<file path="src/rtl/core/qdc_pkg.sv">
// ----------------------------------------------------------------------------
// qdc_pkg
// Shared types, codes and helpers for the quadrature detent counter.
// ----------------------------------------------------------------------------
package qdc_pkg;

  localparam int VALUE_WIDTH_DEF = 16;
  localparam int REG_W           = 16;
  localparam int TALLY_W         = 8;
  localparam int CFG_IDX_W       = 2;

  localparam logic OP_SAMPLE = 1'b0;
  localparam logic OP_LOAD   = 1'b1;

  localparam logic [1:0] EVENT_NONE  = 2'd0;
  localparam logic [1:0] EVENT_RAISE = 2'd1;
  localparam logic [1:0] EVENT_LOWER = 2'd2;

  localparam logic [CFG_IDX_W-1:0] CFG_MIN  = 2'd0;
  localparam logic [CFG_IDX_W-1:0] CFG_MAX  = 2'd1;
  localparam logic [CFG_IDX_W-1:0] CFG_STEP = 2'd2;

  localparam logic [REG_W-1:0] MIN_RESET  = 16'd0;
  localparam logic [REG_W-1:0] MAX_RESET  = 16'hffff;
  localparam logic [REG_W-1:0] STEP_RESET = 16'd1;

  // phase differences taken modulo four
  localparam logic [1:0] PH_REST    = 2'd0;
  localparam logic [1:0] PH_FORWARD = 2'd1;
  localparam logic [1:0] PH_BACK    = 2'd3;

  localparam logic signed [TALLY_W-1:0] TALLY_MAX  = 8'sd127;
  localparam logic signed [TALLY_W-1:0] TALLY_MIN  = -8'sd128;
  localparam logic signed [TALLY_W-1:0] TALLY_ZERO = 8'sd0;

  typedef struct packed {
    logic             op;
    logic             pin_a;
    logic             pin_b;
    logic [REG_W-1:0] load_value;
  } item_t;

  typedef struct packed {
    logic [REG_W-1:0] min_value;
    logic [REG_W-1:0] max_value;
    logic [REG_W-1:0] step_size;
  } cfg_t;

  typedef struct packed {
    logic [REG_W-1:0] position;
    logic [1:0]       detent_event;
  } result_t;

  function automatic logic [1:0] pins_to_phase(input logic a, input logic b);
    logic [1:0] ph;
    case ({a, b})
      2'b11:   ph = 2'd0;
      2'b01:   ph = 2'd1;
      2'b00:   ph = 2'd2;
      default: ph = 2'd3;
    endcase
    return ph;
  endfunction

endpackage

</file>
<file path="src/rtl/core/qdc_cfg_regs.sv">
// ----------------------------------------------------------------------------
// qdc_cfg_regs
// Clamp and step registers, written through the plain write port.
// ----------------------------------------------------------------------------
module qdc_cfg_regs import qdc_pkg::*; (
  input  logic                 clk,
  input  logic                 rst,
  input  logic                 wr_en,
  input  logic [CFG_IDX_W-1:0] wr_index,
  input  logic [REG_W-1:0]     wr_data,
  output cfg_t                 cfg
);

  always_ff @(posedge clk) begin
    if (rst) begin
      cfg.min_value <= MIN_RESET;
      cfg.max_value <= MAX_RESET;
      cfg.step_size <= STEP_RESET;
    end else if (wr_en) begin
      case (wr_index)
        CFG_MIN:  cfg.min_value <= wr_data;
        CFG_MAX:  cfg.max_value <= wr_data;
        CFG_STEP: cfg.step_size <= wr_data;
        default: ;
      endcase
    end
  end

endmodule

</file>
<file path="src/rtl/core/qdc_tracker.sv">
// ----------------------------------------------------------------------------
// qdc_tracker
// Phase tracking, detent tally and clamped position update for one item.
// ----------------------------------------------------------------------------
module qdc_tracker import qdc_pkg::*; #(
  parameter int VALUE_WIDTH = VALUE_WIDTH_DEF
) (
  input  logic    clk,
  input  logic    rst,
  input  logic    go,
  input  item_t   item,
  input  cfg_t    cfg,
  output result_t result
);

  localparam int EXT_W = (VALUE_WIDTH > REG_W) ? VALUE_WIDTH : REG_W;
  localparam int AW    = EXT_W + 1;

  logic                      prev_a, prev_b;
  logic [1:0]                prev_phase;
  logic signed [TALLY_W-1:0] tally;
  logic [VALUE_WIDTH-1:0]    pos;

  logic                      prev_a_next, prev_b_next;
  logic [1:0]                prev_phase_next;
  logic signed [TALLY_W-1:0] tally_next;
  logic [VALUE_WIDTH-1:0]    pos_next;

  logic [1:0]                phase, dstep;
  logic                      changed;
  logic signed [TALLY_W-1:0] tally_adj;
  logic [1:0]                ev;

  logic [AW-1:0] pos_a, step_a, min_a, max_a, mask_a;
  logic [AW-1:0] sum, r1, r2, diff, d2, min_m, d_m;
  logic [VALUE_WIDTH-1:0] raised, lowered;
  logic [EXT_W-1:0] pos_ext;

  assign phase   = pins_to_phase(item.pin_a, item.pin_b);
  assign changed = (item.pin_a != prev_a) || (item.pin_b != prev_b);
  assign dstep   = phase - prev_phase;

  always_comb begin
    tally_adj = tally;
    if (dstep == PH_BACK && tally != TALLY_MAX) begin
      tally_adj = tally + 8'sd1;
    end else if (dstep == PH_FORWARD && tally != TALLY_MIN) begin
      tally_adj = tally - 8'sd1;
    end
  end

  assign pos_a  = AW'(pos);
  assign step_a = AW'(cfg.step_size);
  assign min_a  = AW'(cfg.min_value);
  assign max_a  = AW'(cfg.max_value);
  assign mask_a = AW'({VALUE_WIDTH{1'b1}});

  // raise: clamp at max, then at the value range
  assign sum    = pos_a + step_a;
  assign r1     = (sum > max_a) ? max_a : sum;
  assign r2     = (r1 > mask_a) ? mask_a : r1;
  assign raised = r2[VALUE_WIDTH-1:0];

  // lower: never wraps, clamp at min
  assign diff    = pos_a - step_a;
  assign d2      = (diff < min_a) ? min_a : diff;
  assign min_m   = min_a & mask_a;
  assign d_m     = d2 & mask_a;
  assign lowered = (pos_a < step_a) ? min_m[VALUE_WIDTH-1:0] : d_m[VALUE_WIDTH-1:0];

  always_comb begin
    prev_a_next     = prev_a;
    prev_b_next     = prev_b;
    prev_phase_next = prev_phase;
    tally_next      = tally;
    pos_next        = pos;
    ev              = EVENT_NONE;
    if (item.op == OP_LOAD) begin
      pos_next = VALUE_WIDTH'(EXT_W'(item.load_value));
    end else if (changed) begin
      tally_next = tally_adj;
      if (phase == PH_REST) begin
        if (tally_adj > TALLY_ZERO) begin
          pos_next = lowered;
          ev       = EVENT_LOWER;
        end else if (tally_adj < TALLY_ZERO) begin
          pos_next = raised;
          ev       = EVENT_RAISE;
        end
        tally_next = TALLY_ZERO;
      end
      prev_a_next     = item.pin_a;
      prev_b_next     = item.pin_b;
      prev_phase_next = phase;
    end
  end

  assign pos_ext             = EXT_W'(pos_next);
  assign result.position     = pos_ext[REG_W-1:0];
  assign result.detent_event = ev;

  always_ff @(posedge clk) begin
    if (rst) begin
      prev_a     <= 1'b0;
      prev_b     <= 1'b0;
      prev_phase <= PH_REST;
      tally      <= TALLY_ZERO;
      pos        <= '0;
    end else if (go) begin
      prev_a     <= prev_a_next;
      prev_b     <= prev_b_next;
      prev_phase <= prev_phase_next;
      tally      <= tally_next;
      pos        <= pos_next;
    end
  end

`ifndef SYNTHESIS
  a_load_sets_pos: assert property (@(posedge clk) disable iff (rst)
    go && item.op == OP_LOAD |=> pos == VALUE_WIDTH'(EXT_W'($past(item.load_value))))
    else $error("load did not set position");

  a_rest_clears_tally: assert property (@(posedge clk) disable iff (rst)
    go && item.op == OP_SAMPLE && changed && phase == PH_REST |=> tally == TALLY_ZERO)
    else $error("tally not cleared at rest phase");

  a_idle_holds: assert property (@(posedge clk) disable iff (rst)
    !go |=> $stable(tally) && $stable(pos) && $stable(prev_phase))
    else $error("state changed without an item");
`endif

endmodule

</file>
<file path="src/rtl/core/quadrature_detent_counter.sv">
// ----------------------------------------------------------------------------
// quadrature_detent_counter
// Quadrature encoder decoder with detent tally and clamped position value.
// ----------------------------------------------------------------------------
// One transaction is taken per clock while in_stall is low. Each accepted
// item passes an input register, the combinational step logic (phase map,
// tally, clamped add or subtract) and a result register. While a result
// waits under stall, one more item is held in the input register before the
// input side stalls.
module quadrature_detent_counter import qdc_pkg::*; #(
  parameter int VALUE_WIDTH = VALUE_WIDTH_DEF
) (
  input  logic                 clk,
  input  logic                 rst,
  input  logic                 wr_en,
  input  logic [CFG_IDX_W-1:0] wr_index,
  input  logic [REG_W-1:0]     wr_data,
  input  logic                 in_valid,
  output logic                 in_stall,
  input  logic                 op,
  input  logic                 pin_a,
  input  logic                 pin_b,
  input  logic [REG_W-1:0]     load_value,
  output logic                 out_valid,
  input  logic                 out_stall,
  output logic [REG_W-1:0]     position,
  output logic [1:0]           detent_event
);

  cfg_t    cfg;
  item_t   s1_item;
  logic    s1_valid;
  result_t res;
  result_t out_res;
  logic    in_take, advance;

  assign advance  = s1_valid && (!out_valid || !out_stall);
  assign in_stall = s1_valid && !advance;
  assign in_take  = in_valid && !in_stall;

  qdc_cfg_regs u_cfg (
    .clk      (clk),
    .rst      (rst),
    .wr_en    (wr_en),
    .wr_index (wr_index),
    .wr_data  (wr_data),
    .cfg      (cfg)
  );

  qdc_tracker #(
    .VALUE_WIDTH (VALUE_WIDTH)
  ) u_tracker (
    .clk    (clk),
    .rst    (rst),
    .go     (advance),
    .item   (s1_item),
    .cfg    (cfg),
    .result (res)
  );

  always_ff @(posedge clk) begin
    if (rst) begin
      s1_valid <= 1'b0;
    end else begin
      s1_valid <= in_take || (s1_valid && !advance);
    end
  end

  always_ff @(posedge clk) begin
    if (in_take) begin
      s1_item <= '{op: op, pin_a: pin_a, pin_b: pin_b, load_value: load_value};
    end
  end

  always_ff @(posedge clk) begin
    if (rst) begin
      out_valid <= 1'b0;
    end else if (advance) begin
      out_valid <= 1'b1;
    end else if (!out_stall) begin
      out_valid <= 1'b0;
    end
  end

  always_ff @(posedge clk) begin
    if (advance) begin
      out_res <= res;
    end
  end

  assign position     = out_res.position;
  assign detent_event = out_res.detent_event;

`ifndef SYNTHESIS
  a_stall_needs_item: assert property (@(posedge clk) disable iff (rst)
    in_stall |-> s1_valid && out_valid && out_stall)
    else $error("input stalled with room to advance");

  a_result_not_dropped: assert property (@(posedge clk) disable iff (rst)
    $fell(out_valid) |-> !$past(out_stall))
    else $error("result withdrawn while stalled");

  a_event_code: assert property (@(posedge clk) disable iff (rst)
    out_valid |-> detent_event == EVENT_NONE || detent_event == EVENT_RAISE ||
                  detent_event == EVENT_LOWER)
    else $error("invalid detent event code");
`endif

endmodule
</file>
<file path="config.mk">
export PLATFORM = sky130hd
export DESIGN_NAME = quadrature_detent_counter
export DESIGN_NICKNAME = d
export VERILOG_FILES = /design/src/rtl/core/qdc_pkg.sv /design/src/rtl/core/qdc_cfg_regs.sv /design/src/rtl/core/qdc_tracker.sv /design/src/rtl/core/quadrature_detent_counter.sv
export SDC_FILE = /design/constraint.sdc
export NUM_CORES = 1
export LEC_CHECK = 0
export BUFFER_PORTS_ARGS = -buffer_cell sky130_fd_sc_hd__buf_2
export CAP_MARGIN = 15
export CORE_ASPECT_RATIO = 1.25
export CORE_UTILIZATION = 40
export CTS_BUF_LIST = sky130_fd_sc_hd__clkbuf_4
export DETAILED_ROUTE_END_ITERATION = 10
export PLACE_DENSITY = 0.54
export SETUP_SLACK_MARGIN = 0.4
export SYNTH_ARGS = -nofsm -noshare
export SYNTH_HDL_FRONTEND = slang
export SYNTH_SLANG_ARGS = --single-unit
</file>
<file path="constraint.sdc">
create_clock -name clk -period 5.5 [get_ports clk]
set_input_delay 1.1 -clock clk [delete_from_list [all_inputs] [get_ports clk]]
set_output_delay 1.1 -clock clk [all_outputs]
set_load 0.02 [all_outputs]
</file>
==> impl_metrics.csv <==
group,metric,value,unit
status,status,"completed",
cts,clock-sinks,115,
logic_synthesis,avgSynthCellArea,8.24,µm²
route,avgViaCountPerCell,5.55,
cts,cts_buffer_depth,2,
route,detail-route-antenna-nets,0,
cts,cts_buffers,17,
grt,grt_max_degree,48,
finish,final_common_cell,"nand2_1",
cts,root_buffer,"clkbuf_4",
cts,clk_pin_slew,120,ps
grt,track_usage,24.6,%
placed_design,place_ws,478,ps
logic_synthesis,ys_warn_count,0,
grt,gr-total-overflow,0,
route,wl,24100,µm
route,drt_iter0_markers,414,
logic_synthesis,synthFlopType,"dfxtp_1",
sta,tns,0,ps
sta,fin_ws,604,ps
logic_synthesis,syn-num-nets,1063,
sta,rsz0062_at_grt,"true",
logic_synthesis,yosysSeqAreaShare,34.2,%
finish,final_nets,1125,
logic_synthesis,yosysUniqueCellTypes,79,
power_and_ir_drop,leakage,3.73,nW
floorplanning,die_h,158,µm
cts,htreeDepth,4,
placed_design,place_hpwl,18400,µm
logic_synthesis,synth_cells,949,
logic_synthesis,synth_top_area_share,20.0,%
route,vias,7138,
power_and_ir_drop,powerDensity,263,mW/mm²
power_and_ir_drop,vdd.ir_drop.worst,124,µV
grt,antenna_found_initial,1,
sta,finalCritPeriodShare,89.0,%
placed_design,placed_area,0.00845,mm²
floorplanning,fp-row-count,56,
sta,worstMarginPinSlew,1040,ps
logic_synthesis,ys_ff_latch,115,
setup_path,criticalPathCategory,"reg2reg",
finish,area_delta_synth_final,13.1,%
cts,clk_latency,580,ps
floorplanning,start_util,41.2,%
floorplanning,io_pins,62,
worst_hold_path,hp-class,"reg2reg",
logic_synthesis,synth_top_cell_by_area,"dfxtp_1",
placed_design,gp_congestion,0.977,
job,maxCapViolCount,0,
setup_path,crit_path_start_kind,"register",
floorplanning,die_area,0.0201,mm²
finish,drive_above_1_share,16.5,%
cts,cts_hold_buf,0,
finish,fin_area,0.00884,mm²
setup_path,cp.arrival,5390,ps
cts,cts_tree,"built",
finish,final_cell_mix,"125 x nand2_1, 84 x a21oi_1, 82 x inv_1, 75 x nor2_1, 74 x dfxtp_1",
logic_synthesis,synth_area,0.00782,mm²
finish,post-route-util,46.6,%
placed_design,port_buffers,61,
sta,slew_viol_final,0,
route,first_pass_iters,5,
floorplanning,core,0.0190,mm²
sta,hold_viol_final,0,
grt,grt_pass1_vias,6815,
sta,max_freq,204,MHz
logic_synthesis,synth-async-reset-ratio,0,%
sta,finalClockSkew,18.8,ps
setup_path,worstPathRequired,5990,ps
sta,setup_violations,0,
setup_path,crit_fanout,5,
route,post_drt_wl_per_cell,18.7,µm
floorplanning,die_x,127,µm
grt,grt_pass1_wl,37300,µm
logic_synthesis,synth.area.top_cells,"dfxtp_1 20%, edfxtp_1 14%, ha_1 11%, nand2_1 6.0%, a21oi_1 5.6%",
setup_path,endpoint_kind,"register",
sta,timing.final.crit_period,4900,ps
logic_synthesis,synth-edff-count,37,
sta,slew_headroom,30.3,%
route,drc,0,
==> synthesized netlist by cell type (all sizes together), types with 7 or more instances <==
cell and count:
a211o 17, a211oi 16, a21o 10, a21oi 87, and3 9, buf 8
clkbuf 35, dfxtp 78, edfxtp 37, ha 70, inv 82, mux2i 8
nand2 127, nand2b 7, nand3 10, nand3b 10, nor2 76, nor2b 8
nor3 29, nor3b 8, o211ai 9, o21ai 50, o41ai 10, or2 7
or3 10, xnor2 30
==> power breakdown <==
part	total (W)	internal (W)	switching [W]	leakage, nW
Combinational	0.000796	0.000308	0.000488	2.61
Sequential	0.000954	0.000923	0.0000317	0.993
Clock	0.000580	0.000193	0.000386	0.130
==> worst paths after layout <==
check,startpoint,end,slack [ps],cells after the start
worst max-delay path,u_tracker.pos[1],u_tracker.pos[2],600,20
worst min-delay path,u_cfg.cfg[45],u_cfg.cfg[45],470,2
worst max register to register,u_tracker.pos[1],u_tracker.pos[2],600,20
worst min register to register,u_cfg.cfg[45],u_cfg.cfg[45],470,2
==> critical path, stage by stage (launching register included) <==
cell	delay, ps
dfxtp_1	460
inv_1	150
fa_1	460
o21bai_1	180
a21oi_2	80
o21ai_0	270
a2111o_1	220
a31o_2	150
a21oi_1	70
xnor2_1	150
ha_1	310
nand2_1	70
or4_1	560
nand2b_1	170
a31oi_1	250
nor2b_1	110
buf_4	170
a21oi_1	210
a2111oi_2	90
a2111o_1	450
a311oi_2	250
==> per-stage QoR <==
stage                     instances  hold slack (ps)  power [W]
after CTS                      1281              467    0.00229
after global placement         1249              444    0.00170
after detailed placement       1249              450    0.00171
final                          1286              468    0.00233
after floorplan                 949              436    0.00147
after global routing           1286              493    0.00247
==> layout make-up <==
type / count / area (µm²)
Tap cell: 261 / 327
Clock inverter: 13 / 103
Antenna cell: 1 / 2.50
Sequential cell: 115 / 2680
Fill cell: 1927 / 10100
Inverter: 82 / 308
Timing Repair Buffer: 84 / 478
Multi-Input combinational cell: 711 / 4810
Clock buffer: 19 / 143
==> state kept, by name, summed over array words and instances, names as in the netlist, 2 cells and up <==
signal	count
detent_event	2
u_tracker.tally	8
u_cfg.cfg	48
u_tracker.pos	16
s1_item	19
u_tracker.prev_phase	2
position	16
==> what timing repair did <==
action	in CTS	in global routing
setup buffers	0	2
endpoints found under the setup margin	0	32
resized for setup	0	33
==> logic make-up after synthesis <==
kind of cell	count (synthesis)	synth area share, %
simple gates	325	19.7
compound gates	267	22.9
buf+inv	125	6.16
flops	115	34.2
fa+ha+maj	72	11.7
xor+xnor	34	3.90
mux	11	1.50
==> routing by layer <==
metal,track usage [%],up-vias,wire [µm]
met3,4.50,46,1110
met5,0,-,0
met4,9.64,0,711
met2,42.4,201,11700
met1,30.3,3364,10600
li1,-,3527,-
Power figures use the tool's default switching activity.
